### src/hw/rtl/gdip_pkg.sv
// ----------------------------------------------------------------------------
// Grouped decimal integer parser package
// Types, character codes and limits that the parser modules share.
// ----------------------------------------------------------------------------
package gdip_pkg;

  // Character codes
  localparam logic [7:0] CharZero   = 8'h30;
  localparam logic [7:0] CharNine   = 8'h39;
  localparam logic [7:0] CharMinus  = 8'h2D;
  localparam logic [7:0] CharPlus   = 8'h2B;
  localparam logic [7:0] CharComma  = 8'h2C;
  localparam logic [7:0] CharAltSep = 8'hFF;

  // Configuration reset values
  localparam logic [7:0] QuoteReset    = 8'h22;
  localparam logic [7:0] FieldSepReset = 8'h2C;

  // Limits
  localparam logic [4:0]  MaxDigits32 = 5'd10;
  localparam logic [4:0]  MaxDigits64 = 5'd19;
  localparam logic [4:0]  GroupLen    = 5'd3;
  localparam logic [4:0]  CountSat    = 5'd31;
  localparam logic [15:0] ByteCntMax  = 16'hFFFF;
  localparam logic [63:0] MaxVal32    = 64'h0000_0000_7FFF_FFFF;
  localparam logic [63:0] MaxVal64    = 64'h7FFF_FFFF_FFFF_FFFF;
  localparam logic [63:0] MinVal32    = 64'hFFFF_FFFF_8000_0000;
  localparam logic [63:0] MinVal64    = 64'h8000_0000_0000_0000;

  localparam int unsigned QueueDepth = 2;

  // Configuration register indexes
  typedef enum logic [1:0] {
    CfgWideMode = 2'd0,
    CfgQuote    = 2'd1,
    CfgFieldSep = 2'd2
  } cfg_idx_e;

  // Parse phase, one-hot
  typedef enum logic [4:0] {
    PhStart  = 5'b00001,
    PhSign   = 5'b00010,
    PhZeros  = 5'b00100,
    PhAfter  = 5'b01000,
    PhDigits = 5'b10000
  } phase_e;

  typedef struct packed {
    logic       wide_mode;
    logic [7:0] quote_byte;
    logic [7:0] field_separator;
  } cfg_t;

  typedef struct packed {
    logic [7:0] data_byte;
    logic       at_end;
  } in_word_t;

  typedef struct packed {
    logic signed [63:0] parsed_value;
    logic               ok;
    logic [15:0]        consumed_bytes;
  } out_word_t;

  // Classified byte as it travels from the front end to the parser
  typedef struct packed {
    logic       has;
    logic       is_quote;
    logic       is_minus;
    logic       is_plus;
    logic       is_zero;
    logic       is_digit;
    logic [3:0] digit;
    logic       is_comma;
    logic       is_alt;
    logic       sep_is_comma;
  } cls_t;

endpackage

### src/hw/rtl/grouped_decimal_int_parser.sv
// ----------------------------------------------------------------------------
// Grouped decimal integer parser
// Parses one decimal text field with optional quotes, sign and thousands
// grouping into a signed 32- or 64-bit integer.
// ----------------------------------------------------------------------------
// One byte of the field is taken per word, and the block sustains one word per
// clock while the queue is not full: the front end classifies the byte, a short
// queue holds it, and the back end updates the parse state and the 64-bit
// accumulator (one shift-add) as it pops the word. A result is registered in
// an output register when the word that ends the field is popped and waits
// there; the queue keeps taking words while that register is stalled until it
// fills. Write configuration only while no field is in flight.
module grouped_decimal_int_parser #(
  parameter int unsigned QueueDepth = gdip_pkg::QueueDepth
) (
  input  logic                clk_i,
  input  logic                rst_ni,
  input  logic                cfg_we_i,
  input  logic [1:0]          cfg_idx_i,
  input  logic [7:0]          cfg_wdata_i,
  input  logic                in_valid_i,
  output logic                in_stall_o,
  input  gdip_pkg::in_word_t  in_word_i,
  output logic                out_valid_o,
  input  logic                out_stall_i,
  output gdip_pkg::out_word_t out_word_o
);

  gdip_pkg::cfg_t cfg_q, cfg_d;
  gdip_pkg::cls_t cls_in, cls_out;
  logic           q_full, q_empty, q_push, q_pop;

  always_comb begin
    cfg_d = cfg_q;
    if (cfg_we_i) begin
      unique case (gdip_pkg::cfg_idx_e'(cfg_idx_i))
        gdip_pkg::CfgWideMode: cfg_d.wide_mode       = cfg_wdata_i[0];
        gdip_pkg::CfgQuote:    cfg_d.quote_byte      = cfg_wdata_i;
        gdip_pkg::CfgFieldSep: cfg_d.field_separator = cfg_wdata_i;
        default:               cfg_d = cfg_q;
      endcase
    end
  end

  always_ff @(posedge clk_i or negedge rst_ni) begin
    if (!rst_ni) begin
      cfg_q.wide_mode       <= 1'b0;
      cfg_q.quote_byte      <= gdip_pkg::QuoteReset;
      cfg_q.field_separator <= gdip_pkg::FieldSepReset;
    end else begin
      cfg_q <= cfg_d;
    end
  end

  assign in_stall_o = q_full;
  assign q_push     = in_valid_i && !q_full;

  gdip_front u_front (
    .cfg_i     (cfg_q),
    .in_word_i (in_word_i),
    .cls_o     (cls_in)
  );

  gdip_queue #(
    .Depth (QueueDepth)
  ) u_queue (
    .clk_i       (clk_i),
    .rst_ni      (rst_ni),
    .push_i      (q_push),
    .push_data_i (cls_in),
    .full_o      (q_full),
    .pop_i       (q_pop),
    .empty_o     (q_empty),
    .pop_data_o  (cls_out)
  );

  gdip_back u_back (
    .clk_i         (clk_i),
    .rst_ni        (rst_ni),
    .wide_mode_i   (cfg_q.wide_mode),
    .entry_valid_i (!q_empty),
    .entry_i       (cls_out),
    .pop_o         (q_pop),
    .out_valid_o   (out_valid_o),
    .out_stall_i   (out_stall_i),
    .out_word_o    (out_word_o)
  );

endmodule

### src/hw/rtl/gdip_front.sv
// ----------------------------------------------------------------------------
// Grouped decimal integer parser front end
// Classifies each incoming byte against the character set and configuration.
// ----------------------------------------------------------------------------
module gdip_front (
  input  gdip_pkg::cfg_t     cfg_i,
  input  gdip_pkg::in_word_t in_word_i,
  output gdip_pkg::cls_t     cls_o
);

  logic [7:0] b;
  logic       has;

  assign b   = in_word_i.data_byte;
  assign has = ~in_word_i.at_end;

  always_comb begin
    cls_o              = '0;
    cls_o.has          = has;
    cls_o.is_quote     = has && (b == cfg_i.quote_byte);
    cls_o.is_minus     = has && (b == gdip_pkg::CharMinus);
    cls_o.is_plus      = has && (b == gdip_pkg::CharPlus);
    cls_o.is_zero      = has && (b == gdip_pkg::CharZero);
    cls_o.is_digit     = has && (b >= gdip_pkg::CharZero) && (b <= gdip_pkg::CharNine);
    cls_o.digit        = b[3:0];
    cls_o.is_comma     = has && (b == gdip_pkg::CharComma);
    cls_o.is_alt       = has && (b == gdip_pkg::CharAltSep);
    cls_o.sep_is_comma = (cfg_i.field_separator == gdip_pkg::CharComma);
  end

endmodule

### src/hw/rtl/gdip_queue.sv
// ----------------------------------------------------------------------------
// Grouped decimal integer parser queue
// Short FIFO of classified bytes between the front end and the parser.
// ----------------------------------------------------------------------------
module gdip_queue #(
  parameter int unsigned Depth = gdip_pkg::QueueDepth
) (
  input  logic           clk_i,
  input  logic           rst_ni,
  input  logic           push_i,
  input  gdip_pkg::cls_t push_data_i,
  output logic           full_o,
  input  logic           pop_i,
  output logic           empty_o,
  output gdip_pkg::cls_t pop_data_o
);

  localparam int unsigned PtrW = (Depth > 1) ? $clog2(Depth) : 1;
  localparam int unsigned CntW = $clog2(Depth + 1);

  gdip_pkg::cls_t  mem_q [Depth];
  logic [PtrW-1:0] wr_ptr_q, wr_ptr_d, rd_ptr_q, rd_ptr_d;
  logic [CntW-1:0] cnt_q, cnt_d;

  assign full_o     = (cnt_q == CntW'(Depth));
  assign empty_o    = (cnt_q == '0);
  assign pop_data_o = mem_q[rd_ptr_q];

  always_comb begin
    wr_ptr_d = wr_ptr_q;
    rd_ptr_d = rd_ptr_q;
    if (push_i) begin
      wr_ptr_d = (wr_ptr_q == PtrW'(Depth - 1)) ? '0 : wr_ptr_q + PtrW'(1);
    end
    if (pop_i) begin
      rd_ptr_d = (rd_ptr_q == PtrW'(Depth - 1)) ? '0 : rd_ptr_q + PtrW'(1);
    end
    unique case ({push_i, pop_i})
      2'b10:   cnt_d = cnt_q + CntW'(1);
      2'b01:   cnt_d = cnt_q - CntW'(1);
      default: cnt_d = cnt_q;
    endcase
  end

  always_ff @(posedge clk_i or negedge rst_ni) begin
    if (!rst_ni) begin
      wr_ptr_q <= '0;
      rd_ptr_q <= '0;
      cnt_q    <= '0;
    end else begin
      wr_ptr_q <= wr_ptr_d;
      rd_ptr_q <= rd_ptr_d;
      cnt_q    <= cnt_d;
    end
  end

  always_ff @(posedge clk_i) begin
    if (push_i) begin
      mem_q[wr_ptr_q] <= push_data_i;
    end
  end

endmodule

### src/hw/rtl/gdip_back.sv
// ----------------------------------------------------------------------------
// Grouped decimal integer parser back end
// Runs the field parse on classified bytes and holds the result word.
// ----------------------------------------------------------------------------
module gdip_back (
  input  logic                clk_i,
  input  logic                rst_ni,
  input  logic                wide_mode_i,
  input  logic                entry_valid_i,
  input  gdip_pkg::cls_t      entry_i,
  output logic                pop_o,
  output logic                out_valid_o,
  input  logic                out_stall_i,
  output gdip_pkg::out_word_t out_word_o
);

  gdip_pkg::phase_e    phase_q, phase_d;
  logic                quoted_q, quoted_d;
  logic                neg_q, neg_d;
  logic [63:0]         acc_q, acc_d;
  logic [4:0]          sig_q, sig_d;
  logic [4:0]          grp_q, grp_d;
  logic [15:0]         cnt_q, cnt_d;
  logic                saw_q, saw_d;
  logic                out_valid_q, out_valid_d;
  gdip_pkg::out_word_t out_word_q, out_word_d;

  logic        cnt_full;
  logic        sep_match;
  logic        alt_sep;
  logic [4:0]  digit_limit;
  logic [63:0] max_val;
  logic [63:0] neg_val;
  logic [63:0] val;
  logic        fin_ok;
  logic [15:0] fin_cnt;

  assign pop_o       = entry_valid_i && (!out_valid_q || !out_stall_i);
  assign out_valid_o = out_valid_q;
  assign out_word_o  = out_word_q;

  assign cnt_full    = (cnt_q == gdip_pkg::ByteCntMax);
  // Unquoted fields with a comma column separator use 0xFF as group mark.
  assign alt_sep     = !quoted_q && entry_i.sep_is_comma;
  assign sep_match   = alt_sep ? entry_i.is_alt : entry_i.is_comma;
  assign digit_limit = wide_mode_i ? gdip_pkg::MaxDigits64 : gdip_pkg::MaxDigits32;
  assign max_val     = wide_mode_i ? gdip_pkg::MaxVal64 : gdip_pkg::MaxVal32;
  assign neg_val     = neg_q ? (64'd0 - acc_q) : acc_q;
  assign val         = wide_mode_i ? neg_val : {{32{neg_val[31]}}, neg_val[31:0]};

  // Checks made when a byte ends the number.
  always_comb begin
    fin_ok  = 1'b1;
    fin_cnt = cnt_q;
    if (grp_q != gdip_pkg::GroupLen && grp_q != sig_q) begin
      fin_ok = 1'b0;
    end
    if (quoted_q) begin
      if (!entry_i.is_quote || cnt_full) begin
        fin_ok = 1'b0;
      end
      fin_cnt = cnt_q + 16'd1;
    end else if (grp_q != sig_q && alt_sep) begin
      fin_ok = 1'b0;
    end
    if (!(((sig_q != 5'd0) ? (sig_q < digit_limit) : saw_q) ||
          (sig_q == digit_limit && acc_q <= max_val))) begin
      fin_ok = 1'b0;
    end
  end

  always_comb begin
    logic handled;
    logic fail;
    logic finish;
    logic pre_digits;

    phase_d     = phase_q;
    quoted_d    = quoted_q;
    neg_d       = neg_q;
    acc_d       = acc_q;
    sig_d       = sig_q;
    grp_d       = grp_q;
    cnt_d       = cnt_q;
    saw_d       = saw_q;
    out_valid_d = out_valid_q && out_stall_i;
    out_word_d  = out_word_q;
    handled     = 1'b0;
    fail        = 1'b0;
    finish      = 1'b0;
    pre_digits  = (phase_q == gdip_pkg::PhStart) || (phase_q == gdip_pkg::PhSign) ||
                  (phase_q == gdip_pkg::PhZeros);

    if (pop_o) begin
      if (phase_q == gdip_pkg::PhStart && entry_i.is_quote) begin
        handled = 1'b1;
        if (cnt_full) begin
          fail = 1'b1;
        end else begin
          quoted_d = 1'b1;
          phase_d  = gdip_pkg::PhSign;
          cnt_d    = cnt_q + 16'd1;
        end
      end
      if (!handled && (phase_q == gdip_pkg::PhStart || phase_q == gdip_pkg::PhSign) &&
          (entry_i.is_minus || entry_i.is_plus)) begin
        handled = 1'b1;
        if (cnt_full) begin
          fail = 1'b1;
        end else begin
          neg_d   = entry_i.is_minus;
          phase_d = gdip_pkg::PhZeros;
          cnt_d   = cnt_q + 16'd1;
        end
      end
      if (!handled && pre_digits && entry_i.is_zero) begin
        handled = 1'b1;
        if (cnt_full) begin
          fail = 1'b1;
        end else begin
          saw_d   = 1'b1;
          phase_d = gdip_pkg::PhZeros;
          cnt_d   = cnt_q + 16'd1;
        end
      end
      if (!handled && phase_q == gdip_pkg::PhAfter && sep_match) begin
        handled = 1'b1;
        if (grp_q > gdip_pkg::GroupLen ||
            (grp_q < gdip_pkg::GroupLen && grp_q != sig_q) || cnt_full) begin
          fail = 1'b1;
        end else begin
          grp_d   = 5'd0;
          phase_d = gdip_pkg::PhDigits;
          cnt_d   = cnt_q + 16'd1;
        end
      end
      if (!handled && entry_i.is_digit) begin
        handled = 1'b1;
        if (cnt_full) begin
          fail = 1'b1;
        end else begin
          acc_d   = (acc_q << 3) + (acc_q << 1) + {60'd0, entry_i.digit};
          sig_d   = (sig_q == gdip_pkg::CountSat) ? sig_q : sig_q + 5'd1;
          grp_d   = (grp_q == gdip_pkg::CountSat) ? grp_q : grp_q + 5'd1;
          saw_d   = 1'b1;
          phase_d = gdip_pkg::PhAfter;
          cnt_d   = cnt_q + 16'd1;
        end
      end
      if (!handled) begin
        finish = 1'b1;
      end

      if (fail || finish) begin
        out_valid_d = 1'b1;
        if (finish && fin_ok) begin
          out_word_d.parsed_value   = val;
          out_word_d.ok             = 1'b1;
          out_word_d.consumed_bytes = fin_cnt;
        end else begin
          out_word_d.parsed_value   = wide_mode_i ? gdip_pkg::MinVal64 : gdip_pkg::MinVal32;
          out_word_d.ok             = 1'b0;
          out_word_d.consumed_bytes = 16'd0;
        end
        // Back to the start of a new field; the ending byte is dropped.
        phase_d  = gdip_pkg::PhStart;
        quoted_d = 1'b0;
        neg_d    = 1'b0;
        acc_d    = 64'd0;
        sig_d    = 5'd0;
        grp_d    = 5'd0;
        cnt_d    = 16'd0;
        saw_d    = 1'b0;
      end
    end
  end

  always_ff @(posedge clk_i or negedge rst_ni) begin
    if (!rst_ni) begin
      phase_q     <= gdip_pkg::PhStart;
      quoted_q    <= 1'b0;
      neg_q       <= 1'b0;
      acc_q       <= 64'd0;
      sig_q       <= 5'd0;
      grp_q       <= 5'd0;
      cnt_q       <= 16'd0;
      saw_q       <= 1'b0;
      out_valid_q <= 1'b0;
    end else begin
      phase_q     <= phase_d;
      quoted_q    <= quoted_d;
      neg_q       <= neg_d;
      acc_q       <= acc_d;
      sig_q       <= sig_d;
      grp_q       <= grp_d;
      cnt_q       <= cnt_d;
      saw_q       <= saw_d;
      out_valid_q <= out_valid_d;
    end
  end

  always_ff @(posedge clk_i) begin
    out_word_q <= out_word_d;
  end

endmodule

### config.mk
export PLATFORM = sky130hd
export DESIGN_NAME = grouped_decimal_int_parser
export DESIGN_NICKNAME = d
export VERILOG_FILES = /design/src/hw/rtl/gdip_pkg.sv /design/src/hw/rtl/grouped_decimal_int_parser.sv /design/src/hw/rtl/gdip_front.sv /design/src/hw/rtl/gdip_queue.sv /design/src/hw/rtl/gdip_back.sv
export SDC_FILE = /design/constraint.sdc
export NUM_CORES = 1
export LEC_CHECK = 0
export BUFFER_PORTS_ARGS = -buffer_cell sky130_fd_sc_hd__buf_2
export CAP_MARGIN = 40
export CORE_ASPECT_RATIO = 0.75
export CORE_MARGIN = 5
export CORE_UTILIZATION = 25
export CTS_CLUSTER_SIZE = 8
export DETAILED_ROUTE_END_ITERATION = 10
export MAX_ROUTING_LAYER = met4
export SLEW_MARGIN = 40
export SYNTH_ARGS = -nofsm -noshare
export SYNTH_HDL_FRONTEND = slang
export SYNTH_SLANG_ARGS = --single-unit
### constraint.sdc
create_clock -name clk_i -period 5.84 [get_ports clk_i]
set_input_delay 0.292 -clock clk_i [delete_from_list [all_inputs] [get_ports clk_i]]
set_output_delay 0.292 -clock clk_i [all_outputs]
set_load 0.005 [all_outputs]
# --- Word level (Yosys, flattened, before mapping) ---
# Memories as Yosys holds them, arrays and structs flattened.
# Index checks and enable logic that the tools add are counted.
totals:
  elab_cells: 214
  ram_bits: 26
  in_bits: 24
  n_memories: 1
  out_inout_bits: 83
  ff_bits: 201
op_classes:
  n_mux: 93
  bitwise: 1
  reduce_logical: 60
  eq_ne: 25
  n_lt_le_gt_ge: 6
  add_sub_neg: 10
mem_list:
  columns: ["memory", "depth", "width", "read_ports", "rd_clocked_by_memory_dff", "write_ports", "line_no", "text"]
  rows:
  - ["u_queue.mem_q", 2, 13, 1, 0, 1, "gdip_queue.sv:21", "gdip_pkg::cls_t mem_q [Depth];"]
op_table:
  columns: ["op", "count"]
  rows:
  - ["2-to-1 mux 64 bit", 5]
  - ["2-to-1 mux 16 bit", 13]
  - ["2-to-1 mux 63 bit", 2]
  - ["2-to-1 mux 5 bit", 23]
  - ["2-to-1 mux 81 bit", 1]
  - ["adder 64 x 4 -> 64 bit", 1]
  - ["adder 64 bit", 1]
  - ["less-or-equal comparator 64 bit", 1]
  - ["subtractor 1 x 64 -> 64 bit (first input constant)", 1]
  - ["2-to-1 mux 1 bit", 48]
  - ["equality test 8 x 6 -> 1 bit (second input constant)", 5]
  - ["logical AND 1 bit", 25]
  - ["adder 16 x 1 -> 16 bit (second input constant)", 1]
  - ["equality test 16 bit (second input constant)", 1]
  - ["adder 5 x 1 -> 5 bit (second input constant)", 2]
  - ["equality test 5 bit (second input constant)", 2]
  - ["logical NOT 1 bit", 10]
  - ["AND reduction 2 bit", 5]
  - ["logical OR 1 bit", 9]
  - ["AND reduction 3 bit", 3]
  - ["equality test 8 bit", 1]
  - ["equality test 8 bit (second input constant)", 1]
  - ["greater-or-equal comparator 8 x 6 -> 1 bit (second input constant)", 1]
  - ["less-or-equal comparator 8 x 6 -> 1 bit (second input constant)", 1]
  - ["other kinds (23)", 32]

# --- Depth between registers and ports, before layout ---
depth:
  depth_word: 28
  ltp_mapped: 16
  mapped_depth_nobuf: 14

# --- Hierarchy ---
# Synthesis repeated with hierarchy kept, for this count alone.
unflattened:
  cells_unflattened: 1687
  hier_area_um2: 16185.5
by_module_without_submodules:
  columns: ["mod", "area_per_inst_um2", "cells_per_inst", "seq_area_each_um2", "instances"]
  rows:
  - ["gdip_back", 14129.8, 1555, 4911.0, 1]
  - ["gdip_queue", 1124.8, 56, 880.8, 1]
  - ["grouped_decimal_int_parser", 680.7, 39, 431.7, 1]
  - ["gdip_front", 250.2, 37, 0.0, 1]

# --- Worst setup path before layout ---
# Ideal clock, no wire load.
synth_path:
  path_type: "register to register"
  startpoint: "register u_back.cnt_q[0]"
  endpoint: "register u_back.out_word_q, in the netlist u_back.out_word_o[0] (enable)"
  t_arrival_ps: 5756
  path_buffers: 1
  setup_slack_ps: -445
  t_required_ps: 5311
  synth_period_minus_slack_ps: 6285
  stages_incl_launch_ff: 9
  setup_ps: 529
  cell_sequence: "dfrtp_1 -> ha_1 -> nand3_1 -> nor4_1 -> and3_1 -> and3_1 -> clkbuf_1 -> o21ai_1 -> nor2_1"
synth_via:
  elab_chain_len: 15
  elab_cells_between_ends: 16
  cone_classes: "eq/ne (1); mux (12); reduce/logical (3)"
synth_rtl:
  columns: ["element", "line_no", "text"]
  rows:
  - ["from (decl)", "gdip_back.sv:23", "logic [15:0] cnt_q, cnt_d;"]
  - ["from (signal assigned)", "gdip_back.sv:196", "cnt_q <= cnt_d;"]
  - ["equality test 16 bit (*)", "gdip_back.sv:42", "assign cnt_full = (cnt_q == gdip_pkg::ByteCntMax);"]
  - ["2-to-1 mux 1 bit", "gdip_back.sv:97", "if (cnt_full) begin"]
  - ["2-to-1 mux 1 bit", "gdip_back.sv:95", "if (phase_q == gdip_pkg::PhStart && entry_i.is_quote) begin"]
  - ["2-to-1 mux 1 bit", "gdip_back.sv:94", "if (pop_o) begin"]
  - ["2-to-1 mux 1 bit", "gdip_back.sv:108", "if (cnt_full) begin"]
  - ["2-to-1 mux 1 bit", "gdip_back.sv:105", "if (!handled && (phase_q == gdip_pkg::PhStart || phase_q == gdip_pkg::PhSign) &&"]
  - ["2-to-1 mux 1 bit", "gdip_back.sv:118", "if (cnt_full) begin"]
  - ["2-to-1 mux 1 bit", "gdip_back.sv:116", "if (!handled && pre_digits && entry_i.is_zero) begin"]
  - ["2-to-1 mux 1 bit", "gdip_back.sv:128", "if (grp_q > gdip_pkg::GroupLen ||"]
  - ["2-to-1 mux 1 bit", "gdip_back.sv:126", "if (!handled && phase_q == gdip_pkg::PhAfter && sep_match) begin"]
  - ["2-to-1 mux 1 bit", "gdip_back.sv:139", "if (cnt_full) begin"]
  - ["2-to-1 mux 1 bit (*)", "gdip_back.sv:137", "if (!handled && entry_i.is_digit) begin"]
  - ["2-to-1 mux 1 bit (*)", "gdip_back.sv:94", null]
  - ["logical OR 1 bit (*)", "gdip_back.sv:154", "if (fail || finish) begin"]
  - ["AND reduction 2 bit (no source line) (*)", null, null]
  - ["to (signal assigned)", "gdip_back.sv:203", "out_word_q <= out_word_d;"]
  - ["to (decl)", "gdip_back.sv:26", "gdip_pkg::out_word_t out_word_q, out_word_d;"]
# Every way passes the cells marked *; elsewhere a longest branch is shown, timed or not. The select of a mux whose other input is x is not followed.
# A chain may end at the register's enable or synchronous reset.

# --- Final worst setup path ---
layout_path:
  startpoint: "register u_queue.rd_ptr_q"
  endpoint: "register u_back.acc_q[40]"
layout_via:
  elab_chain_len: 28
  elab_cells_between_ends: 47
  cone_classes: "add/sub (1); eq/ne (1); mux (27); reduce/logical (17); memory (1)"
layout_rtl:
  columns: ["element", "line_no", "text"]
  rows:
  - ["from (decl)", "gdip_queue.sv:22", "logic [PtrW-1:0] wr_ptr_q, wr_ptr_d, rd_ptr_q, rd_ptr_d;"]
  - ["from (signal assigned)", "gdip_queue.sv:52", "rd_ptr_q <= rd_ptr_d;"]
  - ["memory read (2 x 13 bit) (*)", null, null]
  - ["logical AND 1 bit", "gdip_back.sv:95", null]
  - ["2-to-1 mux 1 bit", "gdip_back.sv:95", null]
  - ["2-to-1 mux 1 bit", "gdip_back.sv:94", null]
  - ["logical NOT 1 bit", "gdip_back.sv:105", null]
  - ["logical AND 1 bit (2 in series)", "gdip_back.sv:105", null]
  - ["2-to-1 mux 1 bit", "gdip_back.sv:105", null]
  - ["2-to-1 mux 1 bit", "gdip_back.sv:94", null]
  - ["(+11 left out)", null, null]
  - ["logical AND 1 bit", "gdip_back.sv:137", null]
  - ["2-to-1 mux 1 bit", "gdip_back.sv:137", null]
  - ["2-to-1 mux 1 bit", "gdip_back.sv:94", null]
  - ["2-to-1 mux 1 bit", "gdip_back.sv:150", "if (!handled) begin"]
  - ["2-to-1 mux 1 bit", "gdip_back.sv:94", null]
  - ["logical OR 1 bit", "gdip_back.sv:154", null]
  - ["inequality test 2 bit (no source line) or nonzero test 2 bit (tied branches)", null, null]
  - ["AND reduction 3 bit (no source line)", null, null]
  - ["to (signal assigned)", "gdip_back.sv:183", "acc_q <= 64'd0;"]
  - ["to (signal assigned)", "gdip_back.sv:193", "acc_q <= acc_d;"]
  - ["to (decl)", "gdip_back.sv:20", "logic [63:0] acc_q, acc_d;"]
# Marks and branches as above.

==> flow_summary.toml <==
[routing]
drtPass1Iterations = 5
detail_route.iter0.violations = 1051
drc = 0
drt.antenna.violating_nets = 0
routed_via_density = 5.11
via_count = 13200
wl_per_cell_um = 17.6
wirelength_um = 45600

[cells_and_area]
nNetsFinal = 1943
area_growth_pct = 15.4
fin_util_pct = 29.2
drive_gt1_share_pct = 11.7
nFillCells = 6470

[sta]
setup_tns_ns = 0
maxSlewViolCount = 0
finalCriticalPeriod_ns = 4.62
setup_viol = 0
rsz0062_at_grt = "false"
timing.fmax_mhz = 216
min_period_over_period_pct = 79.1
maxSlewHeadroom_pct = 47.2
skew_ns = 0.0308
holdWs_ns = 0.0215
worst_pin_slew_ns = 0.792
hold_viol_final = 0

[critical_path]
crit_slowest_cell = "dfrtp_1"
start_kind = "register"
crit_family = "compound AO/OA/AOI/OAI gates"
slowest_delay_ns = 0.70
criticalPathCategory = "register to register"
cp_cell_sequence = "mux2_2, ha_1, ha_1, fa_1, a211oi_1, o21bai_1, a21oi_1, o31a_1, o21bai_1, a31o_2, a31oi_1, o21ai_0, xnor2_1, o21ai_0"
path_buf_inv = 0
critical_path_required_ns = 6.20
cp-end-kind = "register"
path_max_fanout = 14
cp.arrival_ns = 4.98

[power_and_ir_drop]
power_mw = 8.23
p_per_area_nw_per_um2 = 453
seqPwrFrac_pct = 32.3
clkPwrFrac_pct = 22.6
power.net_switching_mw = 3.60
vdd_drop_max_mv = 0.499
netSwitchingFraction_pct = 43.8
pwr-share-comb_pct = 45.0
leakage_nw = 7.87
p_int_mw = 4.63

[clocking]
postCtsSetupRepairBufs = 0
htreeDepth = 2
post_cts_resized = 0
cts.path.max_buffers = 3
cts_tree = "yes"
cts_hold_buf = 1
root_buffer = "clkbuf_16"
clock_latency_ns = 0.53
cts-buffers-inserted = 34
clk_pin_slew_worst_paths_ns = 0.05
clkSinkCount = 225

[global_routing]
grt_pass1_vias = 12500
grt_first_pass_wirelength_um = 71400
grt_max_degree = 99
antenna_found_initial = 2
overflow = 0
grtUsageTotal_pct = 13.3

[logic_synthesis]
yosysWarnings = 0
ys_ff_latch = 225
ys_async_sr_fraction_pct = 53.3
synth.area.top_cells = "edfxtp_1 (20%), dfrtp_1 (18%), ha_1 (13%)"
syn_area_per_cell_sq_um = 9.47
synthesis.area_sq_um = 15700
synth_commonest_cells = "nand2_1 (190), ha_1 (166), o21ai_0 (138)"
syn_inst = 1663
synth_edf_count = 105
ys_seq_area_share_pct = 39.1
synth_most_common_cell = "nand2_1"
synth_top_area_share_pct = 20.0
synth_fp_nets = 1855
ys_types = 74
synth_flop_cell = "dfrtp_1"
yosys.area.top_type = "edfxtp_1"

[die]
ioPinCount = 107
die_w_um = 300
die_area_sq_um = 68200
initial_core_util_pct = 25.3
core-area_sq_um = 62200
rows = 79
die_y_um = 227

[run]
cap_violations = 0

[placement]
io_buffers = 106
gp_congestion = 0.947
hpwl_um = 33900

[worst_hold_path]
hold_path.class = "primary input to register"

[status]
status = "completed"
layer usage:
layer	global-route usage, %	up-vias	wire (um)
met1	20.5	6387	23500
met4	2.13	0	577
li1	-	6340	-
met3	3.20	58	4020
met5	-	-	0
met2	17.5	435	17500
area by class of cell:
type,count,area [sq um],share of cell area (%)
Inverter,34,128,0.702
Timing Repair Buffer,117,629,3.46
Tap cell,810,1010,5.58
Multi-Input combinational cell,1339,9230,50.8
Sequential cell,225,6170,33.9
Antenna cell,2,5.00,0.0275
Clock buffer,58,962,5.30
Clock inverter,3,33.8,0.186
worst reg2reg max path, cell delays in order, from the launching register on:
cell      delay [ns]
dfrtp_1         0.70
mux2_2          0.41
ha_1            0.27
ha_1            0.24
fa_1            0.43
a211oi_1        0.34
o21bai_1        0.13
a21oi_1         0.34
o31a_1          0.30
o21bai_1        0.18
a31o_2          0.34
a31oi_1         0.35
o21ai_0         0.17
xnor2_1         0.18
o21ai_0         0.09
cell families (layout without fill, tap and decap cells):
family                   count (synthesis)  in the layout  share of synthesized area (%)
AO/OA/AOI/OAI                          472            472                           18.7
buffers and inverters                   99            212                           2.50
other                                    0              2                              0
flip-flops                             225            225                           39.1
AND/OR/NAND/NOR                        516            516                           15.6
XOR/XNOR                               153            153                           8.51
adder cells (fa/ha/maj)                168            168                           13.4
multiplexers                            30             30                           2.07
through the flow:
step / setup slack (ns) / std cells / area (sq um)
after floorplan: 0.979 / 1663 / 15800
after global placement: 1.32 / 2524 / 17100
after detailed placement: 1.30 / 2524 / 17200
after CTS: 1.29 / 2586 / 18200
after global routing: 0.907 / 2588 / 18200
final: 1.22 / 2588 / 18200
power groups by stage:
stage / Sequential [mW] / Clock, mW / Combinational, mW
floorplan: 2.63 / 0 / 2.35
global placement: 2.69 / 0 / 3.60
detailed placement: 2.69 / 0 / 3.68
CTS: 2.67 / 1.92 / 3.69
global route: 2.73 / 2.00 / 4.08
finish: 2.66 / 1.86 / 3.70
state kept, by name, summed over array words and instances (netlist names):
name / count
u_back.phase_q: 5
u_queue.cnt_q: 2
u_back.quoted_q: 1
u_back.cnt_q: 16
u_queue.rd_ptr_q: 1
u_back.grp_q: 5
u_back.saw_q: 1
u_back.neg_q: 1
u_queue.wr_ptr_q: 1
u_back.out_word_o: 81
u_back.sig_q: 5
u_back.out_valid_o: 1
cfg_q: 17
u_queue.mem_q: 24
u_back.acc_q: 64
path summary, 6_finish.rpt:
| path | start | to | slack, ns | depth (start not counted) |
|---|---|---|---|---|
| max in group asynchronous | rst_ni | u_back.acc_q[41]$_DFFE_PN0P_ | 4.50 | 3 |
| setup / recovery | u_queue.rd_ptr_q$_DFFE_PN0P_ | u_back.acc_q[40]$_DFFE_PN0P_ | 1.22 | 14 |
| hold reg to reg | cfg_q[4]$_DFFE_PN0P_ | cfg_q[4]$_DFFE_PN0P_ | 0.50 | 1 |
| setup reg to reg | u_queue.rd_ptr_q$_DFFE_PN0P_ | u_back.acc_q[40]$_DFFE_PN0P_ | 1.22 | 14 |
| hold / removal | cfg_wdata_i[7] | cfg_q[15]$_DFFE_PN0P_ | 0.02 | 2 |
| min in group asynchronous | rst_ni | cfg_q[1]$_DFFE_PN0P_ | 0.35 | 2 |
cell usage in the layout, fill, tap and decap left out, types with 10 or more instances in the layout:
cell / n
nand2b_1: 12
dfrtp_1: 112
a21oi_1: 99
nand2_1: 189
a21o_1: 44
buf_2: 105
clkbuf_1: 23
nor3_1: 25
nor4_1: 13
xnor2_1: 50
xor2_1: 103
nor2_1: 110
or3_1: 16
nand4_1: 29
o21bai_1: 14
a31oi_1: 14
mux2i_1: 10
inv_1: 32
and3_1: 21
clkbuf_16: 35
nor2b_1: 12
o41ai_1: 12
edfxtp_1: 105
mux2_2: 20
a211oi_1: 14
o21ai_0: 138
ha_1: 166
o21ai_1: 30
o31ai_1: 50
nand3_1: 39
No activity file was read; power rests on OpenSTA's default activity.
